### src/design/mexp_pkg.sv
// ----------------------------------------------------------------------------
// Modular exponentiation package
// Microcode encoding, program table and shared widths.
// ----------------------------------------------------------------------------
package mexp_pkg;

    localparam int LO_BITS = 32;
    localparam int EXP_W   = 34;
    localparam int CNT_W   = 6;
    localparam int PC_W    = 4;

    typedef enum logic [3:0] {
        OP_NOP,
        OP_LOAD,
        OP_ZERO,
        OP_RED_BASE,
        OP_EXP_ADD,
        OP_RED_EXP,
        OP_ONE,
        OP_MUL_ACC,
        OP_RED_ACC,
        OP_MUL_SQ,
        OP_RED_SQ,
        OP_EMIT
    } t_op;

    typedef enum logic [2:0] {
        C_NEVER,
        C_ALWAYS,
        C_MOD_LT2,
        C_EXP_NONNEG,
        C_K_ZERO,
        C_K_EVEN
    } t_cond;

    typedef struct packed {
        t_op              op;
        t_cond            cond;
        logic [PC_W-1:0]  target;
    } t_ucode;

    typedef struct packed {
        logic start;
        logic full_word;
    } t_rem_cmd;

    localparam logic [PC_W-1:0] PC_LOAD     = 4'd0;
    localparam logic [PC_W-1:0] PC_ZERO     = 4'd1;
    localparam logic [PC_W-1:0] PC_RED_BASE = 4'd2;
    localparam logic [PC_W-1:0] PC_EXP_ADD  = 4'd3;
    localparam logic [PC_W-1:0] PC_EXP_CHK  = 4'd4;
    localparam logic [PC_W-1:0] PC_RED_EXP  = 4'd5;
    localparam logic [PC_W-1:0] PC_ONE      = 4'd6;
    localparam logic [PC_W-1:0] PC_LOOP     = 4'd7;
    localparam logic [PC_W-1:0] PC_MUL_ACC  = 4'd8;
    localparam logic [PC_W-1:0] PC_RED_ACC  = 4'd9;
    localparam logic [PC_W-1:0] PC_MUL_SQ   = 4'd10;
    localparam logic [PC_W-1:0] PC_RED_SQ   = 4'd11;
    localparam logic [PC_W-1:0] PC_EMIT     = 4'd12;

    function automatic t_ucode ucode_rom(input logic [PC_W-1:0] pc);
        t_ucode w;
        unique case (pc)
            PC_LOAD:     w = '{OP_LOAD,     C_NEVER,      PC_LOAD};
            PC_ZERO:     w = '{OP_ZERO,     C_MOD_LT2,    PC_EMIT};
            PC_RED_BASE: w = '{OP_RED_BASE, C_EXP_NONNEG, PC_ONE};
            PC_EXP_ADD:  w = '{OP_EXP_ADD,  C_NEVER,      PC_LOAD};
            PC_EXP_CHK:  w = '{OP_NOP,      C_EXP_NONNEG, PC_ONE};
            PC_RED_EXP:  w = '{OP_RED_EXP,  C_NEVER,      PC_LOAD};
            PC_ONE:      w = '{OP_ONE,      C_NEVER,      PC_LOAD};
            PC_LOOP:     w = '{OP_NOP,      C_K_ZERO,     PC_EMIT};
            PC_MUL_ACC:  w = '{OP_MUL_ACC,  C_K_EVEN,     PC_MUL_SQ};
            PC_RED_ACC:  w = '{OP_RED_ACC,  C_NEVER,      PC_LOAD};
            PC_MUL_SQ:   w = '{OP_MUL_SQ,   C_NEVER,      PC_LOAD};
            PC_RED_SQ:   w = '{OP_RED_SQ,   C_ALWAYS,     PC_LOOP};
            PC_EMIT:     w = '{OP_EMIT,     C_ALWAYS,     PC_LOAD};
            default:     w = '{OP_NOP,      C_ALWAYS,     PC_LOAD};
        endcase
        return w;
    endfunction

endpackage

### src/design/mexp_if.sv
// ----------------------------------------------------------------------------
// Modular exponentiation channels
// Valid/ready interfaces for the operand word and the result word.
// ----------------------------------------------------------------------------
interface mexp_in_if;
    logic               valid;
    logic               ready;
    logic signed [31:0] base;
    logic signed [31:0] exponent;

    modport source  (output valid, output base, output exponent, input ready);
    modport sink    (input valid, input base, input exponent, output ready);
endinterface

interface mexp_out_if #(
    parameter int MOD_BITS = 31
);
    logic                valid;
    logic                ready;
    logic [MOD_BITS-1:0] power_result;

    modport source  (output valid, output power_result, input ready);
    modport sink    (input valid, input power_result, output ready);
endinterface

### src/design/mexp_rem.sv
// ----------------------------------------------------------------------------
// Modular exponentiation remainder unit
// Restoring remainder, one dividend bit per cycle, high part preloaded.
// ----------------------------------------------------------------------------
module mexp_rem
    import mexp_pkg::*;
#(
    parameter int MOD_BITS = 31
) (
    input  logic                i_clk,
    input  logic                i_rst_n,
    input  t_rem_cmd            i_cmd,
    input  logic [MOD_BITS-1:0] i_hi,
    input  logic [LO_BITS-1:0]  i_lo,
    input  logic [MOD_BITS-1:0] i_div,
    output logic                o_done,
    output logic [MOD_BITS-1:0] o_rem
);

    logic                r_busy;
    logic                r_done;
    logic [CNT_W-1:0]    r_cnt;
    logic [MOD_BITS-1:0] r_rem;
    logic [LO_BITS-1:0]  r_lo;

    logic [MOD_BITS:0]   s_trial;
    logic [MOD_BITS:0]   s_diff;
    logic [MOD_BITS-1:0] n_rem;
    logic                s_last;

    assign s_trial = {r_rem, r_lo[LO_BITS-1]};
    assign s_diff  = s_trial - {1'b0, i_div};
    assign n_rem   = (s_trial >= {1'b0, i_div}) ? s_diff[MOD_BITS-1:0]
                                                : s_trial[MOD_BITS-1:0];
    assign s_last  = r_busy && (r_cnt == CNT_W'(1));

    always_ff @(posedge i_clk) begin
        if (!i_rst_n) begin
            r_busy <= 1'b0;
            r_done <= 1'b0;
            r_cnt  <= '0;
        end else begin
            r_done <= s_last;
            if (i_cmd.start) begin
                r_busy <= 1'b1;
                r_cnt  <= i_cmd.full_word ? CNT_W'(LO_BITS) : CNT_W'(MOD_BITS);
            end else if (r_busy) begin
                r_busy <= !s_last;
                r_cnt  <= r_cnt - CNT_W'(1);
            end
        end
    end

    always_ff @(posedge i_clk) begin
        if (i_cmd.start) begin
            r_rem <= i_hi;
            r_lo  <= i_lo;
        end else if (r_busy) begin
            r_rem <= n_rem;
            r_lo  <= r_lo << 1;
        end
    end

    assign o_done = r_done;
    assign o_rem  = r_rem;

endmodule

### src/design/modular_exponentiation_top.sv
// ----------------------------------------------------------------------------
// Modular exponentiation top level
// Right-to-left square-and-multiply modulo a configured prime, run by a
// microcoded sequencer over one multiplier and one remainder unit.
// ----------------------------------------------------------------------------
//  channel   dir  handshake      payload
//  i_in      in   valid/ready    base (s32), exponent (s32)
//  o_out     out  valid/ready    power_result (MOD_BITS)
//  i_cfg_*   in   wr_en only     modulus (MOD_BITS)
//
//  One word at a time: the next operand word is taken only after the emit step. A negative
//  exponent gets the modulus minus one added, and is reduced modulo that if still negative.
//  A set exponent bit adds a multiply and reduction of the accumulator; a modulus below two
//  emits zero. Each reduction runs on the remainder unit, one dividend bit per cycle.
//  Synchronous active-low reset; modulus resets to 2147483647.
//  A result held by a stalled sink holds the sequencer at its emit step.
// ----------------------------------------------------------------------------
module modular_exponentiation_top
    import mexp_pkg::*;
#(
    parameter int MOD_BITS = 31
) (
    input  logic                i_clk,
    input  logic                i_rst_n,
    input  logic                i_cfg_wr_en,
    input  logic [MOD_BITS-1:0] i_cfg_wr_data,
    mexp_in_if.sink             i_in,
    mexp_out_if.source          o_out
);

    localparam logic [MOD_BITS-1:0] MOD_RESET = MOD_BITS'(32'h7FFF_FFFF);
    localparam int                  LO_SHIFT  = LO_BITS - MOD_BITS;

    logic [PC_W-1:0]       r_pc,        n_pc;
    logic                  r_red_wait,  n_red_wait;
    logic                  r_out_valid, n_out_valid;
    logic [MOD_BITS-1:0]   r_mod;
    logic [LO_BITS-1:0]    r_base,      n_base;
    logic [EXP_W-1:0]      r_e,         n_e;
    logic [MOD_BITS-1:0]   r_x,         n_x;
    logic [MOD_BITS-1:0]   r_acc,       n_acc;
    logic [2*MOD_BITS-1:0] r_prod,      n_prod;
    logic [MOD_BITS-1:0]   r_out,       n_out;

    t_ucode                s_uc;
    logic                  s_adv;
    logic                  s_take;
    logic                  s_is_red;
    logic                  s_pre_red;
    t_rem_cmd              s_cmd;
    logic [MOD_BITS-1:0]   s_hi;
    logic [LO_BITS-1:0]    s_lo;
    logic [MOD_BITS-1:0]   s_div;
    logic [MOD_BITS-1:0]   s_pm;
    logic [LO_BITS-1:0]    s_abs_b;
    logic [EXP_W-1:0]      s_neg_e;
    logic [MOD_BITS-1:0]   s_mul_a;
    logic                  s_rem_done;
    logic [MOD_BITS-1:0]   s_rem;

    assign s_uc      = ucode_rom(r_pc);
    assign s_pm      = r_mod - MOD_BITS'(1);
    assign s_abs_b   = r_base[LO_BITS-1] ? (LO_BITS'(0) - r_base) : r_base;
    assign s_neg_e   = EXP_W'(0) - r_e;
    assign s_mul_a   = (s_uc.op == OP_MUL_ACC) ? r_acc : r_x;
    assign s_is_red  = s_uc.op inside {OP_RED_BASE, OP_RED_EXP, OP_RED_ACC, OP_RED_SQ};
    assign s_pre_red = s_uc.op inside {OP_RED_BASE, OP_RED_EXP};

    assign s_cmd           = '{start: s_is_red && !r_red_wait, full_word: s_pre_red};
    assign s_hi            = s_pre_red ? '0 : r_prod[2*MOD_BITS-1:MOD_BITS];
    assign s_div           = (s_uc.op == OP_RED_EXP) ? s_pm : r_mod;

    always_comb begin
        case (s_uc.op)
            OP_RED_BASE: s_lo = s_abs_b;
            OP_RED_EXP:  s_lo = s_neg_e[LO_BITS-1:0];
            default:     s_lo = LO_BITS'(r_prod[MOD_BITS-1:0]) << LO_SHIFT;
        endcase
    end

    mexp_rem #(
        .MOD_BITS (MOD_BITS)
    ) u_rem (
        .i_clk   (i_clk),
        .i_rst_n (i_rst_n),
        .i_cmd   (s_cmd),
        .i_hi    (s_hi),
        .i_lo    (s_lo),
        .i_div   (s_div),
        .o_done  (s_rem_done),
        .o_rem   (s_rem)
    );

    always_comb begin
        unique case (s_uc.cond)
            C_NEVER:      s_take = 1'b0;
            C_ALWAYS:     s_take = 1'b1;
            C_MOD_LT2:    s_take = (r_mod < MOD_BITS'(2));
            C_EXP_NONNEG: s_take = !r_e[EXP_W-1];
            C_K_ZERO:     s_take = (r_e == '0);
            C_K_EVEN:     s_take = !r_e[0];
            default:      s_take = 1'b0;
        endcase
    end

    always_comb begin
        n_base      = r_base;
        n_e         = r_e;
        n_x         = r_x;
        n_acc       = r_acc;
        n_prod      = r_prod;
        n_out       = r_out;
        n_out_valid = r_out_valid && !o_out.ready;
        n_red_wait  = r_red_wait;
        s_adv       = 1'b1;

        unique case (s_uc.op) inside
            OP_LOAD: begin
                s_adv  = i_in.valid;
                n_base = i_in.base;
                n_e    = {{(EXP_W-32){i_in.exponent[31]}}, i_in.exponent};
            end
            OP_ZERO:     n_acc = '0;
            OP_ONE:      n_acc = MOD_BITS'(1);
            OP_EXP_ADD:  n_e   = r_e + EXP_W'(s_pm);
            OP_MUL_ACC,
            OP_MUL_SQ:   n_prod = (2*MOD_BITS)'(s_mul_a) * (2*MOD_BITS)'(r_x);
            OP_RED_BASE, OP_RED_EXP, OP_RED_ACC, OP_RED_SQ: begin
                s_adv      = r_red_wait && s_rem_done;
                n_red_wait = !s_adv;
                if (s_adv) begin
                    case (s_uc.op)
                        OP_RED_BASE:
                            n_x = (r_base[LO_BITS-1] && (s_rem != '0)) ? (r_mod - s_rem)
                                                                        : s_rem;
                        OP_RED_EXP:
                            n_e = (s_rem != '0) ? EXP_W'(s_pm - s_rem) : EXP_W'(s_rem);
                        OP_RED_ACC:
                            n_acc = s_rem;
                        default: begin
                            n_x = s_rem;
                            n_e = r_e >> 1;
                        end
                    endcase
                end
            end
            OP_EMIT: begin
                s_adv = !r_out_valid || o_out.ready;
                if (s_adv) begin
                    n_out       = r_acc;
                    n_out_valid = 1'b1;
                end
            end
            default: s_adv = 1'b1;
        endcase

        if (!s_adv) begin
            n_pc = r_pc;
        end else if (s_take) begin
            n_pc = s_uc.target;
        end else begin
            n_pc = r_pc + PC_W'(1);
        end
    end

    always_ff @(posedge i_clk) begin
        if (!i_rst_n) begin
            r_pc        <= PC_LOAD;
            r_red_wait  <= 1'b0;
            r_out_valid <= 1'b0;
            r_mod       <= MOD_RESET;
        end else begin
            r_pc        <= n_pc;
            r_red_wait  <= n_red_wait;
            r_out_valid <= n_out_valid;
            if (i_cfg_wr_en) begin
                r_mod <= i_cfg_wr_data;
            end
        end
    end

    always_ff @(posedge i_clk) begin
        r_base <= n_base;
        r_e    <= n_e;
        r_x    <= n_x;
        r_acc  <= n_acc;
        r_prod <= n_prod;
        r_out  <= n_out;
    end

    assign i_in.ready         = (r_pc == PC_LOAD);
    assign o_out.valid        = r_out_valid;
    assign o_out.power_result = r_out;

endmodule

### src/flat_wrapper.sv
// flat-port wrapper written by rule: the top's interface ports become plain ports
module modular_exponentiation_top_flat import mexp_pkg::*;
#(
    parameter int MOD_BITS = 31
)
  (i_clk, i_rst_n, i_cfg_wr_en, i_cfg_wr_data, i_in_valid, i_in_base, i_in_exponent, i_in_ready, o_out_valid, o_out_power_result, o_out_ready);
  mexp_in_if i_in_i ();
  mexp_out_if #(.MOD_BITS(MOD_BITS)) o_out_i ();
  input  logic i_clk;
  input  logic i_rst_n;
  input  logic i_cfg_wr_en;
  input  logic [MOD_BITS-1:0] i_cfg_wr_data;
  input wire logic [$bits(i_in_i.valid)-1:0] i_in_valid;
  input wire logic [$bits(i_in_i.base)-1:0] i_in_base;
  input wire logic [$bits(i_in_i.exponent)-1:0] i_in_exponent;
  output wire logic [$bits(i_in_i.ready)-1:0] i_in_ready;
  output wire logic [$bits(o_out_i.valid)-1:0] o_out_valid;
  output wire logic [$bits(o_out_i.power_result)-1:0] o_out_power_result;
  input wire logic [$bits(o_out_i.ready)-1:0] o_out_ready;
  assign i_in_i.valid = i_in_valid;
  assign i_in_i.base = i_in_base;
  assign i_in_i.exponent = i_in_exponent;
  assign i_in_ready = i_in_i.ready;
  assign o_out_valid = o_out_i.valid;
  assign o_out_power_result = o_out_i.power_result;
  assign o_out_i.ready = o_out_ready;
  modular_exponentiation_top #(.MOD_BITS(MOD_BITS)) u_core (.i_clk(i_clk), .i_rst_n(i_rst_n), .i_cfg_wr_en(i_cfg_wr_en), .i_cfg_wr_data(i_cfg_wr_data), .i_in(i_in_i), .o_out(o_out_i));
endmodule
### config.mk
export PLATFORM = sky130hd
export DESIGN_NAME = modular_exponentiation_top_flat
export DESIGN_NICKNAME = d
export VERILOG_FILES = /design/src/design/mexp_pkg.sv /design/src/design/mexp_if.sv /design/src/design/mexp_rem.sv /design/src/design/modular_exponentiation_top.sv /design/src/flat_wrapper.sv
export SDC_FILE = /design/constraint.sdc
export NUM_CORES = 2
export LEC_CHECK = 0
export BUFFER_PORTS_ARGS = -buffer_cell sky130_fd_sc_hd__buf_2
export CAP_MARGIN = 20
export CORE_MARGIN = 5
export CORE_UTILIZATION = 36
export CTS_BUF_LIST = sky130_fd_sc_hd__clkbuf_2 sky130_fd_sc_hd__clkbuf_4 sky130_fd_sc_hd__clkbuf_8
export CTS_CLUSTER_DIAMETER = 50
export CTS_CLUSTER_SIZE = 28
export DETAILED_ROUTE_END_ITERATION = 8
export PLACE_DENSITY = 0.5
export SETUP_SLACK_MARGIN = 0.3
export SKIP_CTS_REPAIR_TIMING = 1
export SYNTH_ARGS = -nofsm -noshare
export SYNTH_HDL_FRONTEND = slang
export SYNTH_SLANG_ARGS = --single-unit
### constraint.sdc
create_clock -name i_clk -period 24.1 [get_ports i_clk]
set_input_delay 3.615 -clock i_clk [delete_from_list [all_inputs] [get_ports i_clk]]
set_output_delay 3.615 -clock i_clk [all_outputs]
set_load 0.03 [all_outputs]
==> results.yml <==
clocking:
  cts_made_buffers: 55
  cts_sinks: 340
  path_clk_slew_ns: 0.10
  root_buffer: "clkbuf_8"
  htree_num_levels: 2
  clock_latency_ns: 0.78
  cts_tree: "yes"
  clock_path_buffers: 3
logic_synthesis:
  syn_nets: 7035
  synth_ff_type: "edfxtp_1"
  ys_ff_latch: 340
  synth_top_cell_by_area: "fa_1"
  netlist_area_um2: 53100
  ys_seq_area_share_pct: 18.2
  synth_edf_count: 284
  syn_avg_cell_area_um2: 9.32
  ys_async_sr_fraction_pct: 0
  synth_top_area_share_pct: 31.7
  synth.area.top_cells: "fa_1, edfxtp_1, ha_1"
  ys_types: 92
  synthCells: 5704
  synth_warnings: 0
min_path:
  hold_end: "u_core.u_rem.o_rem[22]"
  hold_path.class: "reg -> reg"
  hold_path_depth: 2
  min_from: "u_core.r_prod[53]"
timing:
  finalCritPeriodShare_pct: 42.4
  hold_viol: 0
  rsz0062_at_grt: "no"
  timing.fmax_mhz: 97.8
  fin_crit_ns: 10.23
  max_slew_margin_pct: 29.1
  finClkSkew_ns: 0.0948
  setup_tns_ns: 0
  tightest_slew_ns: 1.05
  setup_violations: 0
  slew_viol_final: 0
  post-route-worst-setup-slack_ns: 13.87
floorplan:
  die_y_um: 394
  core-area_um2: 147000
  start_util_pct: 36.1
  die_width_um: 394
  ios: 133
  rows: 141
  die_area_um2: 155000
critical_path:
  slowest_stage: "o31ai_1"
  cp.required_ns: 24.59
  rr_startpoint: "u_core.s_uc[10]"
  crit_fanout: 40
  end_kind: "register"
  worstReg2RegEnd: "u_core.r_prod[59]"
  worst_path_dominant_cell_family: "adder cells"
  cp_num_buf_inv: 3
  arrival_ns: 10.71
  cp-start-kind: "register"
  crit_type: "reg -> reg"
  r2r_cells: 26
  r2r_setup_slack_ns: 13.87
  cp_slowest_stage_delay_ns: 0.84
  path_common_cell: "fa_1"
layout:
  fill_cells: 14793
  final_layout_size_suffix_gt1_share_pct: 6.72
  fin_nets: 6967
  synthToLayoutAreaGrowth_pct: 7.23
place:
  dp_hpwl_um: 133000
  port-buffer-count: 132
  dp_slack_ns: 13.90
  gp_congestion: 0.917
global_routing:
  grt_pass1_wl_um: 259000
  grt_max_degree: 65
  grt_pass1_vias: 41833
  grt_overflow: 0
  grt.total_usage_pct: 21.3
  antenna_found_initial: 4
route:
  first_pass_iters: 6
  routed_wl_um: 166000
  drt_iter0_drc: 2588
  drc_errors: 0
  ant_nets: 0
  vias_per_cell: 5.25
  wl_per_cell_um: 21.8
  vias: 39957
run_status:
  run_status: "finished, final reports clean"
job:
  cap_violations: 0
logic make-up after synthesis:
| logic type | count (synthesis) | share of synthesized area [%] |
|---|---|---|
| buffers and inverters | 1170 | 8.29 |
| adder cells (fa/ha/maj) | 1231 | 40.9 |
| AO/OA/AOI/OAI | 851 | 10.2 |
| flip-flops | 340 | 18.2 |
| AND/OR/NAND/NOR | 1749 | 16.3 |
| XOR/XNOR | 290 | 4.78 |
| multiplexers | 73 | 1.45 |
cells in the mapped netlist (all sizes together), types with 56 or more instances:
cell type	instances
inv	851
fa	841
nand2	718
and2	495
ha	390
clkbuf	306
edfxtp	284
o21ai	249
a21oi	216
nor2	199
xnor2	161
xor2	129
nand3	71
a21o	67
dfxtp	56
metrics by stage:
| stage | util [%] | hold WS (ns) | instances | instance area [µm²] |
|---|---|---|---|---|
| floorplan | - | 0.440 | 5704 | 53100 |
| global placement | 37.7 | 0.503 | 7508 | 55500 |
| detailed placement | 37.7 | 0.513 | 7508 | 55500 |
| CTS | 38.7 | 0.530 | 7612 | 57000 |
| global route | 38.7 | 0.538 | 7614 | 57000 |
| finish | 38.7 | 0.525 | 7615 | 57000 |
cell type report:
class	instances	area (µm²)	share of cell area, %
flip-flops and latches	340	9650	16.9
inverters	851	3190	5.61
multi-input cells	4194	39200	68.7
clock buffers	56	764	1.34
diodes	2	5.00	0.00878
clock inverters	48	646	1.13
repair buffers	194	1130	1.99
well taps	1930	2410	4.24
worst max-delay path by stage:
| stage | start | to | slack (ns) | depth (start not counted) |
|---|---|---|---|---|
| floorplan | u_core.s_uc[10] | u_core.r_prod[60] | 15.36 | 30 |
| global placement | u_core.s_uc[10] | u_core.r_prod[59] | 14.09 | 26 |
| detailed placement | u_core.s_uc[10] | u_core.r_prod[59] | 13.90 | 26 |
| CTS | u_core.s_uc[10] | u_core.r_prod[59] | 13.83 | 26 |
| global route | u_core.s_uc[10] | u_core.r_prod[61] | 13.35 | 26 |
| finish | u_core.s_uc[10] | u_core.r_prod[59] | 13.87 | 26 |
flip-flops by register name (all words and copies together), names as in the netlist:
signal                     flops
u_core.o_out.power_result     31
u_core.o_out.valid             1
u_core.r_acc                  31
u_core.r_base                 32
u_core.r_e                    34
u_core.r_mod                  31
u_core.r_pc                    4
u_core.r_prod                 62
u_core.r_red_wait              1
u_core.r_x                    31
u_core.s_uc                   11
u_core.u_rem.o_done            1
u_core.u_rem.o_rem            31
u_core.u_rem.r_busy            1
u_core.u_rem.r_cnt             6
u_core.u_rem.r_lo             32
layer usage:
layer  share of wire (%)  up-vias  GRT usage [%]  wire length [µm]
li1                    -    18279              -                 -
met3                 5.6      178           3.42              9240
met4                 2.0        2           3.90              3240
met2                  46     1013           34.2             75500
met5              0.0048        -              0                 8
met1                  47    20485           30.8             77800
tightest hold or removal path: stages (launching register included):
cell,delay [ns]
edfxtp_1,0.34
nand3_1,0.06
o21ai_0,0.06
placed cells by master (no fill, tap or decap), types with 9 or more instances in the layout:
master / instances
o22ai_1: 21
a21o_1: 67
ha_1: 390
nor2b_1: 26
a31oi_1: 31
xnor2_1: 161
or2_2: 11
buf_4: 61
or3_1: 22
clkinvlp_4: 9
a211oi_1: 19
nor2_1: 197
nor4_1: 31
nand4_1: 32
inv_1: 850
and3_1: 16
and2_1: 493
o21bai_1: 26
xor2_1: 129
buf_2: 132
mux2_2: 32
o31ai_1: 23
nor3_1: 44
a221oi_1: 15
clkbuf_8: 55
a22oi_1: 23
o211ai_1: 18
nand3_1: 70
fa_1: 841
mux2i_1: 41
a21oi_1: 214
dfxtp_1: 56
o21ai_0: 241
or4_1: 11
a222oi_1: 17
o21a_1: 43
edfxtp_1: 284
nand2b_1: 29
nand2_1: 715
Power is not shown: default switching activity piles up to over one toggle a cycle in this logic, so the estimate is an artifact.
